### config.mk
export PLATFORM = sky130hd
export DESIGN_NAME = opus_id_header_parser_flat
export DESIGN_NICKNAME = d
export VERILOG_FILES = /design/src/rtl/ohp_pkg.sv /design/src/rtl/ohp_ifs.sv /design/src/rtl/ohp_result_fifo.sv /design/src/rtl/opus_id_header_parser.sv /design/src/flat_wrapper.sv
export SDC_FILE = /design/constraint.sdc
export NUM_CORES = 1
export LEC_CHECK = 0
export BUFFER_PORTS_ARGS = -buffer_cell sky130_fd_sc_hd__buf_2
export CORE_MARGIN = 3
export CORE_UTILIZATION = 60
export DETAILED_ROUTE_END_ITERATION = 10
export GPL_TIMING_DRIVEN = 1
export PLACE_DENSITY_LB_ADDON = 0.2
export SLEW_MARGIN = 25
export SYNTH_ARGS = -nofsm -noshare
export SYNTH_HDL_FRONTEND = slang
export SYNTH_SLANG_ARGS = --single-unit
### constraint.sdc
create_clock -name clk -period 16.7 [get_ports clk]
set_input_delay 2.505 -clock clk [delete_from_list [all_inputs] [get_ports clk]]
set_output_delay 2.505 -clock clk [all_outputs]
set_load 0.05 [all_outputs]
### src/rtl/ohp_pkg.sv
// Package for the Opus identification header parser.
// Holds header layout constants, status codes, the result record and the magic table.
// No dependencies; all other files of the block use it by scoped names.
package ohp_pkg;

    localparam int HEAD_MIN_LEN      = 19;
    localparam int MAP_START         = 21;
    localparam int COUNT_LIMIT       = 255;
    localparam int POS_MAX           = 511;
    localparam int MAX_CHANNELS      = 255;
    localparam int RESULT_FIFO_DEPTH = 4;

    localparam logic [7:0] MAJOR_MASK = 8'hF0;

    // Byte positions inside the identification header.
    localparam logic [8:0] POS_VERSION  = 9'd8;
    localparam logic [8:0] POS_CHANNELS = 9'd9;
    localparam logic [8:0] POS_SKIP_LO  = 9'd10;
    localparam logic [8:0] POS_SKIP_HI  = 9'd11;
    localparam logic [8:0] POS_RATE_B0  = 9'd12;
    localparam logic [8:0] POS_RATE_B1  = 9'd13;
    localparam logic [8:0] POS_RATE_B2  = 9'd14;
    localparam logic [8:0] POS_RATE_B3  = 9'd15;
    localparam logic [8:0] POS_GAIN_LO  = 9'd16;
    localparam logic [8:0] POS_GAIN_HI  = 9'd17;
    localparam logic [8:0] POS_FAMILY   = 9'd18;
    localparam logic [8:0] POS_STREAMS  = 9'd19;
    localparam logic [8:0] POS_COUPLED  = 9'd20;

    typedef enum logic [3:0] {
        STATUS_OK          = 4'd0,
        STATUS_SHORT       = 4'd1,
        STATUS_MAGIC       = 4'd2,
        STATUS_VERSION     = 4'd3,
        STATUS_NO_CHANNELS = 4'd4,
        STATUS_FAM0_CHANS  = 4'd5,
        STATUS_NO_STREAMS  = 4'd6,
        STATUS_COUPLED     = 4'd7,
        STATUS_COUNT_SUM   = 4'd8
    } status_t;

    typedef enum logic {
        KIND_ENTRY   = 1'b0,
        KIND_SUMMARY = 1'b1
    } kind_t;

    typedef struct packed {
        kind_t              result_kind;
        status_t            status;
        logic [7:0]         version;
        logic [7:0]         num_channels;
        logic [15:0]        skip_samples;
        logic [31:0]        sample_rate_hz;
        logic signed [15:0] output_gain;
        logic [7:0]         map_family;
        logic [7:0]         num_streams;
        logic [7:0]         num_coupled;
        logic [7:0]         entry_index;
        logic [7:0]         entry_value;
    } result_t;

    // Expected characters of the "OpusHead" signature.
    function automatic logic [7:0] magic_byte(input logic [2:0] idx);
        logic [7:0] ch;
        begin
            case (idx)
                3'd0:    ch = 8'h4F;
                3'd1:    ch = 8'h70;
                3'd2:    ch = 8'h75;
                3'd3:    ch = 8'h73;
                3'd4:    ch = 8'h48;
                3'd5:    ch = 8'h65;
                3'd6:    ch = 8'h61;
                3'd7:    ch = 8'h64;
                default: ch = 8'h00;
            endcase
            return ch;
        end
    endfunction

endpackage

### src/rtl/ohp_ifs.sv
// Valid/ready channel interfaces of the Opus header parser.
// ohp_in_if carries header bytes, ohp_out_if carries result records.
// Depends on ohp_pkg for the kind type.
interface ohp_in_if;
    logic       valid;
    logic       ready;
    logic [7:0] data_byte;
    logic       last_byte;

    modport source (output valid, output data_byte, output last_byte, input ready);
    modport sink   (input valid, input data_byte, input last_byte, output ready);
endinterface

interface ohp_out_if;
    logic               valid;
    logic               ready;
    ohp_pkg::kind_t     result_kind;
    logic [3:0]         status;
    logic [7:0]         version;
    logic [7:0]         num_channels;
    logic [15:0]        skip_samples;
    logic [31:0]        sample_rate_hz;
    logic signed [15:0] output_gain;
    logic [7:0]         map_family;
    logic [7:0]         num_streams;
    logic [7:0]         num_coupled;
    logic [7:0]         entry_index;
    logic [7:0]         entry_value;

    modport source (
        output valid, output result_kind, output status, output version,
        output num_channels, output skip_samples, output sample_rate_hz,
        output output_gain, output map_family, output num_streams,
        output num_coupled, output entry_index, output entry_value,
        input ready
    );
    modport sink (
        input valid, input result_kind, input status, input version,
        input num_channels, input skip_samples, input sample_rate_hz,
        input output_gain, input map_family, input num_streams,
        input num_coupled, input entry_index, input entry_value,
        output ready
    );
endinterface

### src/rtl/ohp_result_fifo.sv
// Result queue of the Opus header parser: takes up to two records per cycle,
// gives one per cycle from registers while pop is held. Depends on ohp_pkg for result_t.
module ohp_result_fifo #(
    parameter int DEPTH = ohp_pkg::RESULT_FIFO_DEPTH
) (
    input  logic             clk,
    input  logic             rst_n,
    input  logic             push_a,
    input  logic             push_b,
    input  ohp_pkg::result_t data_a,
    input  ohp_pkg::result_t data_b,
    input  logic             pop,
    output logic             out_valid,
    output ohp_pkg::result_t out_data,
    output logic             room_two
);

    localparam int PTR_W = (DEPTH > 1) ? $clog2(DEPTH) : 1;
    localparam int CNT_W = $clog2(DEPTH + 1);
    localparam logic [PTR_W-1:0] LAST_PTR = PTR_W'(DEPTH - 1);
    localparam logic [CNT_W-1:0] ROOM_LIMIT = CNT_W'(DEPTH - 2);

    ohp_pkg::result_t mem_reg [DEPTH];

    logic [PTR_W-1:0] wr_ptr_reg, wr_ptr_next;
    logic [PTR_W-1:0] rd_ptr_reg, rd_ptr_next;
    logic [CNT_W-1:0] count_reg, count_next;
    logic [PTR_W-1:0] wr_ptr_plus1;
    logic             do_pop;

    function automatic logic [PTR_W-1:0] ptr_inc(input logic [PTR_W-1:0] p);
        begin
            return (p == LAST_PTR) ? '0 : p + PTR_W'(1);
        end
    endfunction

    assign out_valid    = (count_reg != '0);
    assign out_data     = mem_reg[rd_ptr_reg];
    assign room_two     = (count_reg <= ROOM_LIMIT);
    assign do_pop       = pop && out_valid;
    assign wr_ptr_plus1 = ptr_inc(wr_ptr_reg);

    always_comb
    begin
        wr_ptr_next = wr_ptr_reg;
        if (push_a && push_b)
        begin
            wr_ptr_next = ptr_inc(wr_ptr_plus1);
        end
        else if (push_a)
        begin
            wr_ptr_next = wr_ptr_plus1;
        end
        rd_ptr_next = do_pop ? ptr_inc(rd_ptr_reg) : rd_ptr_reg;
        count_next  = count_reg + CNT_W'(push_a) + CNT_W'(push_b) - CNT_W'(do_pop);
    end

    always_ff @(posedge clk or negedge rst_n)
    begin
        if (!rst_n)
        begin
            wr_ptr_reg <= '0;
            rd_ptr_reg <= '0;
            count_reg  <= '0;
        end
        else
        begin
            wr_ptr_reg <= wr_ptr_next;
            rd_ptr_reg <= rd_ptr_next;
            count_reg  <= count_next;
        end
    end

    always_ff @(posedge clk)
    begin
        if (push_a)
        begin
            mem_reg[wr_ptr_reg] <= data_a;
        end
        if (push_a && push_b)
        begin
            mem_reg[wr_ptr_plus1] <= data_b;
        end
    end

endmodule

### src/rtl/opus_id_header_parser.sv
// Opus identification header parser, one header byte per request.
// The header channel delivers data_byte with last_byte set on the packet's
// final byte. Each byte is checked or captured at its position as it is taken.
// For a non-zero mapping family every mapping byte below the channel count
// yields an entry result; the last byte yields a summary result with status,
// after the entry when that byte is also a mapping byte.
// A result is written into the registered result queue when the byte that caused
// it is taken, and is offered from there behind any records still waiting. Bytes are
// taken one per cycle while the queue has room; a byte that yields two results writes both.
// The input is ready whenever the result queue (FIFO_DEPTH records) has room
// for two records, so header ready does not depend on result ready in the
// same cycle. When the receiver stalls, the queue fills and header ready drops
// until records drain; nothing is lost or repeated.
// Reset clears the byte position, captured fields and magic error flag, and
// empties the result queue. The parser also clears itself after every last byte.
module opus_id_header_parser #(
    parameter int FIFO_DEPTH = ohp_pkg::RESULT_FIFO_DEPTH
) (
    input  logic        clk,
    input  logic        rst_n,
    ohp_in_if.sink      header,
    ohp_out_if.source   result
);

    logic [8:0]         pos_reg, pos_next;
    logic [7:0]         version_reg, version_next;
    logic [7:0]         chans_reg, chans_next;
    logic [15:0]        skip_reg, skip_next;
    logic [31:0]        rate_reg, rate_next;
    logic [15:0]        gain_reg, gain_next;
    logic [7:0]         family_reg, family_next;
    logic [7:0]         streams_reg, streams_next;
    logic [7:0]         coupled_reg, coupled_next;
    logic               magic_err_reg, magic_err_next;

    logic               take;
    logic [7:0]         b;
    logic [8:0]         map_idx;
    logic               entry_hit;
    logic [9:0]         need_len;
    logic [8:0]         count_sum;
    ohp_pkg::status_t   st;
    logic [7:0]         sum_streams;
    logic [7:0]         sum_coupled;
    ohp_pkg::result_t   entry_rec;
    ohp_pkg::result_t   summary_rec;
    ohp_pkg::result_t   rec_a;
    ohp_pkg::result_t   out_rec;
    logic               push_a;
    logic               push_b;
    logic               room_two;
    logic               out_valid;

    assign b    = header.data_byte;
    assign take = header.valid && header.ready;

    // Field capture at fixed byte positions.
    always_comb
    begin
        version_next   = version_reg;
        chans_next     = chans_reg;
        skip_next      = skip_reg;
        rate_next      = rate_reg;
        gain_next      = gain_reg;
        family_next    = family_reg;
        streams_next   = streams_reg;
        coupled_next   = coupled_reg;
        magic_err_next = magic_err_reg;
        if (pos_reg < 9'd8)
        begin
            if (b != ohp_pkg::magic_byte(pos_reg[2:0]))
            begin
                magic_err_next = 1'b1;
            end
        end
        else
        begin
            case (pos_reg)
                ohp_pkg::POS_VERSION:  version_next     = b;
                ohp_pkg::POS_CHANNELS: chans_next       = b;
                ohp_pkg::POS_SKIP_LO:  skip_next[7:0]   = b;
                ohp_pkg::POS_SKIP_HI:  skip_next[15:8]  = b;
                ohp_pkg::POS_RATE_B0:  rate_next[7:0]   = b;
                ohp_pkg::POS_RATE_B1:  rate_next[15:8]  = b;
                ohp_pkg::POS_RATE_B2:  rate_next[23:16] = b;
                ohp_pkg::POS_RATE_B3:  rate_next[31:24] = b;
                ohp_pkg::POS_GAIN_LO:  gain_next[7:0]   = b;
                ohp_pkg::POS_GAIN_HI:  gain_next[15:8]  = b;
                ohp_pkg::POS_FAMILY:   family_next      = b;
                ohp_pkg::POS_STREAMS:
                begin
                    if (family_reg != 8'd0)
                    begin
                        streams_next = b;
                    end
                end
                ohp_pkg::POS_COUPLED:
                begin
                    if (family_reg != 8'd0)
                    begin
                        coupled_next = b;
                    end
                end
                default: ;
            endcase
        end
        pos_next = (pos_reg == 9'(ohp_pkg::POS_MAX)) ? pos_reg : pos_reg + 9'd1;
    end

    // Mapping entries for a non-zero family.
    assign map_idx   = pos_reg - 9'(ohp_pkg::MAP_START);
    assign entry_hit = (family_reg != 8'd0)
                    && (pos_reg >= 9'(ohp_pkg::MAP_START))
                    && (pos_reg < 9'(ohp_pkg::POS_MAX))
                    && (map_idx < {1'b0, chans_reg})
                    && (map_idx < 9'(ohp_pkg::MAX_CHANNELS));

    // Status: the first failing check in order decides.
    assign need_len  = 10'(ohp_pkg::MAP_START) + {2'b00, chans_next};
    assign count_sum = {1'b0, streams_next} + {1'b0, coupled_next};

    always_comb
    begin
        if (pos_next < 9'(ohp_pkg::HEAD_MIN_LEN))
        begin
            st = ohp_pkg::STATUS_SHORT;
        end
        else if (magic_err_next)
        begin
            st = ohp_pkg::STATUS_MAGIC;
        end
        else if ((version_next & ohp_pkg::MAJOR_MASK) != 8'd0)
        begin
            st = ohp_pkg::STATUS_VERSION;
        end
        else if (chans_next == 8'd0)
        begin
            st = ohp_pkg::STATUS_NO_CHANNELS;
        end
        else if (family_next == 8'd0)
        begin
            st = (chans_next > 8'd2) ? ohp_pkg::STATUS_FAM0_CHANS : ohp_pkg::STATUS_OK;
        end
        else if ({1'b0, pos_next} < need_len)
        begin
            st = ohp_pkg::STATUS_SHORT;
        end
        else if (streams_next == 8'd0)
        begin
            st = ohp_pkg::STATUS_NO_STREAMS;
        end
        else if (coupled_next > streams_next)
        begin
            st = ohp_pkg::STATUS_COUPLED;
        end
        else if (count_sum > 9'(ohp_pkg::COUNT_LIMIT))
        begin
            st = ohp_pkg::STATUS_COUNT_SUM;
        end
        else
        begin
            st = ohp_pkg::STATUS_OK;
        end
    end

    // Family 0 reports the implied counts, but only for a good header.
    always_comb
    begin
        sum_streams = streams_next;
        sum_coupled = coupled_next;
        if (family_next == 8'd0)
        begin
            if (st == ohp_pkg::STATUS_OK)
            begin
                sum_streams = 8'd1;
                sum_coupled = (chans_next >= 8'd2) ? 8'd1 : 8'd0;
            end
            else
            begin
                sum_streams = 8'd0;
                sum_coupled = 8'd0;
            end
        end
    end

    always_comb
    begin
        entry_rec             = '0;
        entry_rec.result_kind = ohp_pkg::KIND_ENTRY;
        entry_rec.status      = ohp_pkg::STATUS_OK;
        entry_rec.entry_index = map_idx[7:0];
        entry_rec.entry_value = b;

        summary_rec                = '0;
        summary_rec.result_kind    = ohp_pkg::KIND_SUMMARY;
        summary_rec.status         = st;
        summary_rec.version        = version_next;
        summary_rec.num_channels   = chans_next;
        summary_rec.skip_samples   = skip_next;
        summary_rec.sample_rate_hz = rate_next;
        summary_rec.output_gain    = gain_next;
        summary_rec.map_family     = family_next;
        summary_rec.num_streams    = sum_streams;
        summary_rec.num_coupled    = sum_coupled;
    end

    // When both results occur, the entry goes first.
    assign push_a = take && (entry_hit || header.last_byte);
    assign push_b = take && entry_hit && header.last_byte;
    assign rec_a  = entry_hit ? entry_rec : summary_rec;

    always_ff @(posedge clk or negedge rst_n)
    begin
        if (!rst_n)
        begin
            pos_reg       <= '0;
            version_reg   <= '0;
            chans_reg     <= '0;
            skip_reg      <= '0;
            rate_reg      <= '0;
            gain_reg      <= '0;
            family_reg    <= '0;
            streams_reg   <= '0;
            coupled_reg   <= '0;
            magic_err_reg <= 1'b0;
        end
        else if (take)
        begin
            if (header.last_byte)
            begin
                pos_reg       <= '0;
                version_reg   <= '0;
                chans_reg     <= '0;
                skip_reg      <= '0;
                rate_reg      <= '0;
                gain_reg      <= '0;
                family_reg    <= '0;
                streams_reg   <= '0;
                coupled_reg   <= '0;
                magic_err_reg <= 1'b0;
            end
            else
            begin
                pos_reg       <= pos_next;
                version_reg   <= version_next;
                chans_reg     <= chans_next;
                skip_reg      <= skip_next;
                rate_reg      <= rate_next;
                gain_reg      <= gain_next;
                family_reg    <= family_next;
                streams_reg   <= streams_next;
                coupled_reg   <= coupled_next;
                magic_err_reg <= magic_err_next;
            end
        end
    end

    ohp_result_fifo #(
        .DEPTH (FIFO_DEPTH)
    ) u_result_fifo (
        .clk       (clk),
        .rst_n     (rst_n),
        .push_a    (push_a),
        .push_b    (push_b),
        .data_a    (rec_a),
        .data_b    (summary_rec),
        .pop       (result.ready),
        .out_valid (out_valid),
        .out_data  (out_rec),
        .room_two  (room_two)
    );

    assign header.ready          = room_two;
    assign result.valid          = out_valid;
    assign result.result_kind    = out_rec.result_kind;
    assign result.status         = out_rec.status;
    assign result.version        = out_rec.version;
    assign result.num_channels   = out_rec.num_channels;
    assign result.skip_samples   = out_rec.skip_samples;
    assign result.sample_rate_hz = out_rec.sample_rate_hz;
    assign result.output_gain    = out_rec.output_gain;
    assign result.map_family     = out_rec.map_family;
    assign result.num_streams    = out_rec.num_streams;
    assign result.num_coupled    = out_rec.num_coupled;
    assign result.entry_index    = out_rec.entry_index;
    assign result.entry_value    = out_rec.entry_value;

endmodule
### src/flat_wrapper.sv
// flat-port wrapper written by rule: the top's interface ports become plain ports
module opus_id_header_parser_flat 
#(
    parameter int FIFO_DEPTH = ohp_pkg::RESULT_FIFO_DEPTH
)
  (clk, rst_n, header_valid, header_data_byte, header_last_byte, header_ready, result_valid, result_result_kind, result_status, result_version, result_num_channels, result_skip_samples, result_sample_rate_hz, result_output_gain, result_map_family, result_num_streams, result_num_coupled, result_entry_index, result_entry_value, result_ready);
  ohp_in_if header_i ();
  ohp_out_if result_i ();
  input  logic clk;
  input  logic rst_n;
  input wire logic [$bits(header_i.valid)-1:0] header_valid;
  input wire logic [$bits(header_i.data_byte)-1:0] header_data_byte;
  input wire logic [$bits(header_i.last_byte)-1:0] header_last_byte;
  output wire logic [$bits(header_i.ready)-1:0] header_ready;
  output wire logic [$bits(result_i.valid)-1:0] result_valid;
  output wire logic [$bits(result_i.result_kind)-1:0] result_result_kind;
  output wire logic [$bits(result_i.status)-1:0] result_status;
  output wire logic [$bits(result_i.version)-1:0] result_version;
  output wire logic [$bits(result_i.num_channels)-1:0] result_num_channels;
  output wire logic [$bits(result_i.skip_samples)-1:0] result_skip_samples;
  output wire logic [$bits(result_i.sample_rate_hz)-1:0] result_sample_rate_hz;
  output wire logic [$bits(result_i.output_gain)-1:0] result_output_gain;
  output wire logic [$bits(result_i.map_family)-1:0] result_map_family;
  output wire logic [$bits(result_i.num_streams)-1:0] result_num_streams;
  output wire logic [$bits(result_i.num_coupled)-1:0] result_num_coupled;
  output wire logic [$bits(result_i.entry_index)-1:0] result_entry_index;
  output wire logic [$bits(result_i.entry_value)-1:0] result_entry_value;
  input wire logic [$bits(result_i.ready)-1:0] result_ready;
  assign header_i.valid = header_valid;
  assign header_i.data_byte = header_data_byte;
  assign header_i.last_byte = header_last_byte;
  assign header_ready = header_i.ready;
  assign result_valid = result_i.valid;
  assign result_result_kind = result_i.result_kind;
  assign result_status = result_i.status;
  assign result_version = result_i.version;
  assign result_num_channels = result_i.num_channels;
  assign result_skip_samples = result_i.skip_samples;
  assign result_sample_rate_hz = result_i.sample_rate_hz;
  assign result_output_gain = result_i.output_gain;
  assign result_map_family = result_i.map_family;
  assign result_num_streams = result_i.num_streams;
  assign result_num_coupled = result_i.num_coupled;
  assign result_entry_index = result_i.entry_index;
  assign result_entry_value = result_i.entry_value;
  assign result_i.ready = result_ready;
  opus_id_header_parser #(.FIFO_DEPTH(FIFO_DEPTH)) u_core (.clk(clk), .rst_n(rst_n), .header(header_i), .result(result_i));
endmodule
---- Word level (Yosys, flattened, before mapping) ----
Memory sizes are Yosys's and may differ from the RTL's.
Index checks and enable logic that the tools add are counted.
word-level totals
  flip-flop bits (word level) ............. 121
  memory bits (writable) .................. 500
  memory bits (read-only) ................. 48
  output and inout port bits .............. 127
  word-level logic and storage cells ...... 136
  memories ................................ 2
memories
  name                          words  bits a word  rd ports  clocked after memory_dff  wr ports  RTL line               source
  u_core.u_result_fifo.mem_reg  4      125          1         0                         2         ohp_result_fifo.sv:23  ohp_pkg::result_t mem_reg [DEPTH];
  (name not given)              8      6            1         0                         0         ohp_pkg.sv:66          case (idx)
cells by class
  add/subtract/negate cells ............... 10
  $lt $le $gt $ge ......................... 12
  eq/ne operators ......................... 18
  multiplexer cells ....................... 62
  reductions and logical operators ........ 19
operators with widths
  operator             count
  $mux 8               29
  $mux 125             1
  $eq 9x4->1 const B   8
  $mux 16              4
  $mux 32              2
  $eq 9x5->1 const B   5
  $mux 4               9
  $logic_not 8->1      3
  $mux 9               2
  $reduce_bool 8->1    2
  $logic_and 1x1->1    10
  $lt 9x10->1          1
  $mux 2               5
  $add 5x8->9 const A  1
  $add 8x8->9          1
  $add 9x1->9 const B  1
  $eq 9x9->1 const B   1
  $ge 9x5->1 const B   1
  $gt 9x8->1 const B   1
  $lt 9x4->1 const B   1
  $lt 9x5->1 const B   1
  $lt 9x8->1           1
  $lt 9x8->1 const B   1
  $lt 9x9->1 const B   1
  16 further kinds     29

---- Logic depth before layout (Yosys ltp) ----
  depth in word-level cells ............... 19
  mapped depth ............................ 21
  mapped depth without buffers ............ 19

---- By module ----
From an unflattened synthesis, not the netlist that was laid out.
unflattened totals
  cells, all modules ...................... 2284
  area, all modules ....................... 32650.1 um2
by module, submodules not included
  module                 times used  cells an instance  area each (um2)  sequential area each (um2)
  ohp_result_fifo        1           1260               24487.2          15189.6
  opus_id_header_parser  1           1024               8162.8           2852.7

---- Least setup slack after synthesis ----
OpenSTA, ideal clock, no wires.
  kind .................................... input port to flip-flop
  from .................................... input port header_valid
  to ...................................... memory u_core.u_result_fifo.mem_reg[0][100] (netlist name) (enable)
  data arrival time ....................... 8435 ps
  required time ........................... 16090 ps
  path slack .............................. 7655 ps
  stages .................................. 5
  cells stage by stage .................... nand2_1 > clkbuf_1 > clkbuf_1 > clkbuf_1 > a21oi_1
RTL lines
  item                RTL line               source
  start: declaration  flat_wrapper.sv:11     input wire logic [$bits(header_i.valid)-1:0] header_valid;
  end: declaration    ohp_result_fifo.sv:23

==> flow_metrics.py <==
metrics = {
    "routing": {
        "first_pass_iters": 6,
        "ant_nets": 0,
        "via_per_inst": 6.42,
        "drc": 0,
        "drt_wl_total_mm": 72.0,
        "post_drt_wl_per_cell_um": 24.7,
        "vias": 18700,
        "drt-initial-drc-count": 2233,
    },
    "global_route": {
        "grt_max_degree": 98,
        "grt-busiest-layer": "met2",
        "use_met1_pct": 41.6,
        "grt_pass1_vias": 19000,
        "grt_util_met2_pct": 47.8,
        "grt.total_usage_pct": 29.2,
        "grt_pass1_wl_mm": 112,
        "grt_overflow": 0,
        "grt_util_met3_pct": 5.39,
        "antenna_found_initial": 0,
    },
    "sta": {
        "holdWs_ns": 0.460,
        "setup_viol": 0,
        "fmax_mhz": 152,
        "finalClockSkew_ns": 0.0178,
        "fin_crit_sh_pct": 39.4,
        "fin_crit_ns": 6.58,
        "final-max-slew-violation-count": 0,
        "maxSlewHeadroom_pct": 24.4,
        "worst_pin_slew_ns": 1.13,
        "finalHoldViolCount": 0,
        "fin_tns_setup_ns": 0,
        "setup_ws_ns": 10.12,
        "rsz0062_at_grt": "no",
    },
    "final_layout": {
        "area_growth_pct": 11.6,
        "final_nets": 2326,
        "drive_above_1_share_pct": 19.1,
        "final_cells": 2911,
        "largest_register_ffs": 500,
    },
    "logic_synthesis": {
        "yosysSeqAreaShare_pct": 61.9,
        "muxShareOfSynthArea_pct": 13.9,
        "postSynth.asyncResetShare_pct": 19.5,
        "syn-num-nets": 2246,
        "synthCells": 2178,
        "synth_compound_area_share_pct": 7.24,
        "synthDistinctLibCells": 72,
        "synth_largest_area_cell": "edfxtp_1",
        "synth_top_family_by_area": "multiplexers",
        "synth_area_leaders": "edfxtp_1, dfrtp_1, mux4_2",
        "synth.most_common_cell": "nor2_1",
        "synthAdderAreaFrac_pct": 2.53,
        "synth_seq_cells": 621,
        "avgSynthCellArea_um2": 12.9,
        "yosysWarnings": 0,
        "yosys.area.top_type_share_pct": 46.2,
        "synthSimpleGateAreaFrac_pct": 10.7,
        "synth-xor-area-share_pct": 0.656,
        "synth_flop_cell": "edfxtp_1",
        "synth-edff-count": 432,
        "synthTopCellsByCount": "nor2_1, edfxtp_1, o21ai_0",
        "synth_area_um2": 28100,
    },
    "worst_setup_path": {
        "critPathMaxFanout": 37,
        "crit_arrival_ns": 6.83,
        "critPathSlowestCell": "and2_1",
        "start_kind": "input pin",
        "end_kind": "flop",
        "slowest_delay_ns": 0.68,
        "critical_path_required_ns": 16.95,
        "cpMostUsedCell": "buf_4",
        "cp.buffers_inverters": 6,
        "crit_path_cell_trace": "buf_2 -> o21a_1 -> buf_4 -> and2_1 -> nand2_1 -> nor3_1 -> a21oi_1 -> buf_4 -> inv_4 -> buf_4 -> buf_4",
        "rrSetupSlack_ns": 10.19,
        "crit_type": "input pin to flop",
        "critPathTopFamily": "buffers and inverters",
    },
    "die": {
        "rows": 78,
        "die_h_um": 222,
        "die_x_um": 222,
        "design.core.area_um2": 45800,
        "die_area_um2": 49400,
        "io_pins": 140,
        "start_util_pct": 61.3,
    },
    "clocking": {
        "clockBufferDepth": 3,
        "htreeDepth": 2,
        "cts_tree": "built",
        "post-cts-setup-buffers": 0,
        "cts.sinks": 621,
        "cts_root_buf": "clkbuf_16",
        "cts_buffers": 61,
        "path_clk_slew_ns": 0.06,
        "cts_resized": 0,
        "insertion_delay_ns": 0.63,
        "cts.hold.buffers_added": 0,
    },
    "min_path": {
        "hold_class": "flop to flop",
    },
    "placed_design": {
        "place_hpwl_mm": 42.2,
        "portBuffers": 139,
        "dp_slack_ns": 9.54,
        "gp_congestion": 0.939,
        "dp.cells": 2795,
    },
    "power_and_ir_drop": {
        "irDropWorstVdd_mv": 0.176,
        "p_per_area_nw_per_um2": 152,
        "power.total_mw": 4.77,
        "leakagePower_nw": 11.9,
    },
    "run_status": {
        "outcome": "complete, no violations",
    },
    "flow_run": {
        "drv_cap": 0,
    },
}
[metrics by stage]
stage	cell area, um2	utilization [%]
3_3_place_gp	29200	63.9
4_1_cts	31300	68.4
5_1_grt	31300	68.4
6_report	31300	68.4
2_1_floorplan	28100	-
3_5_place_dp	29200	63.9
[cells by family (layout without fill, tap and decap cells)]
logic type	count (synthesis)	after routing
adders and majority gates	55	55
xor gates and xnor gates	21	21
other	0	1
and+or+nand+nor	717	717
buffers and inverters	218	350
DFF	621	621
AOI/OAI and AO/OA	315	315
muxes	231	231
[cells in the final DEF, fill, tap and decap left out, types with 5 or more instances in the layout]
cell,count
and3_1,7
dfrtp_1,119
o21ai_0,130
a31oi_1,6
buf_4,37
o22ai_1,8
nor2_1,472
clkinv_1,10
a22oi_1,8
clkinv_2,10
ha_1,52
edfxtp_1,432
xor2_1,7
xnor2_1,14
dfxtp_1,68
and2_1,7
clkbuf_8,10
mux4_2,125
or2_2,13
nand2_1,125
o21a_1,7
a32o_1,34
a21o_1,6
nor4_1,9
a22o_1,24
nor3_1,12
clkbuf_1,11
mux2i_1,100
nor2b_1,6
buf_2,138
nand4_1,5
clkbuf_16,65
inv_1,55
a21oi_1,50
nand3_1,34
[metal layers]
| metal | routed length, um | vias to the layer above | part of all wire [%] |
|---|---|---|---|
| li1 | - | 8129 | - |
| met1 | 29300 | 9527 | 41 |
| met2 | 35200 | 919 | 49 |
| met3 | 6160 | 104 | 8.5 |
| met4 | 1370 | 0 | 1.9 |
| met5 | 0 | - | 0 |
[worst paths after layout]
| path | from | end | cells after the start |
|---|---|---|---|
| worst max-delay path | header_valid | u_core.u_result_fifo.mem_reg[1][75] | 11 |
| worst min-delay path | u_core.u_result_fifo.mem_reg[2][124] | u_core.u_result_fifo.mem_reg[2][124] | 2 |
| worst max register to register | u_core.pos_reg[0] | u_core.u_result_fifo.mem_reg[1][75] | 16 |
| worst min register to register | u_core.u_result_fifo.mem_reg[2][124] | u_core.u_result_fifo.mem_reg[2][124] | 2 |
| max in group asynchronous | rst_n | u_core.coupled_reg[1] | 2 |
| min in group asynchronous | rst_n | u_core.u_result_fifo.count_reg[0] | 1 |
[where the power goes]
part / leakage [nW] / internal, mW / switching [mW]
Sequential: 6.69 / 1.74 / 0.0988
Clock: 1.00 / 0.799 / 0.584
Combinational: 4.23 / 0.467 / 1.08
Total: 11.9 / 3.00 / 1.76
[final cells by class]
| class | instances | area, um2 |
|---|---|---|
| inverters | 57 | 216 |
| flip-flops and latches | 621 | 17400 |
| clock buffers | 86 | 1810 |
| diodes | 1 | 2.50 |
| multi-input cells | 1339 | 9920 |
| fillers | 3194 | 14500 |
| well taps | 600 | 751 |
| clock inverters | 29 | 233 |
| repair buffers | 178 | 1000 |
[worst register-to-register path, stage by stage (launching register included)]
cell and delay [ns]:
dfrtp_1 0.61, clkinv_1 0.44, ha_1 0.38, nor2b_1 0.16, nor3_1 0.08, nor2_1 0.42, ha_1 0.34, a21o_1 0.18
a211o_1 0.29, a41oi_1 0.22, o211ai_1 0.40, nor3_1 0.63, a21oi_1 0.09, buf_4 0.22, inv_4 0.43, buf_4 0.56
buf_4 0.68
(Power assumes the default switching activity.)
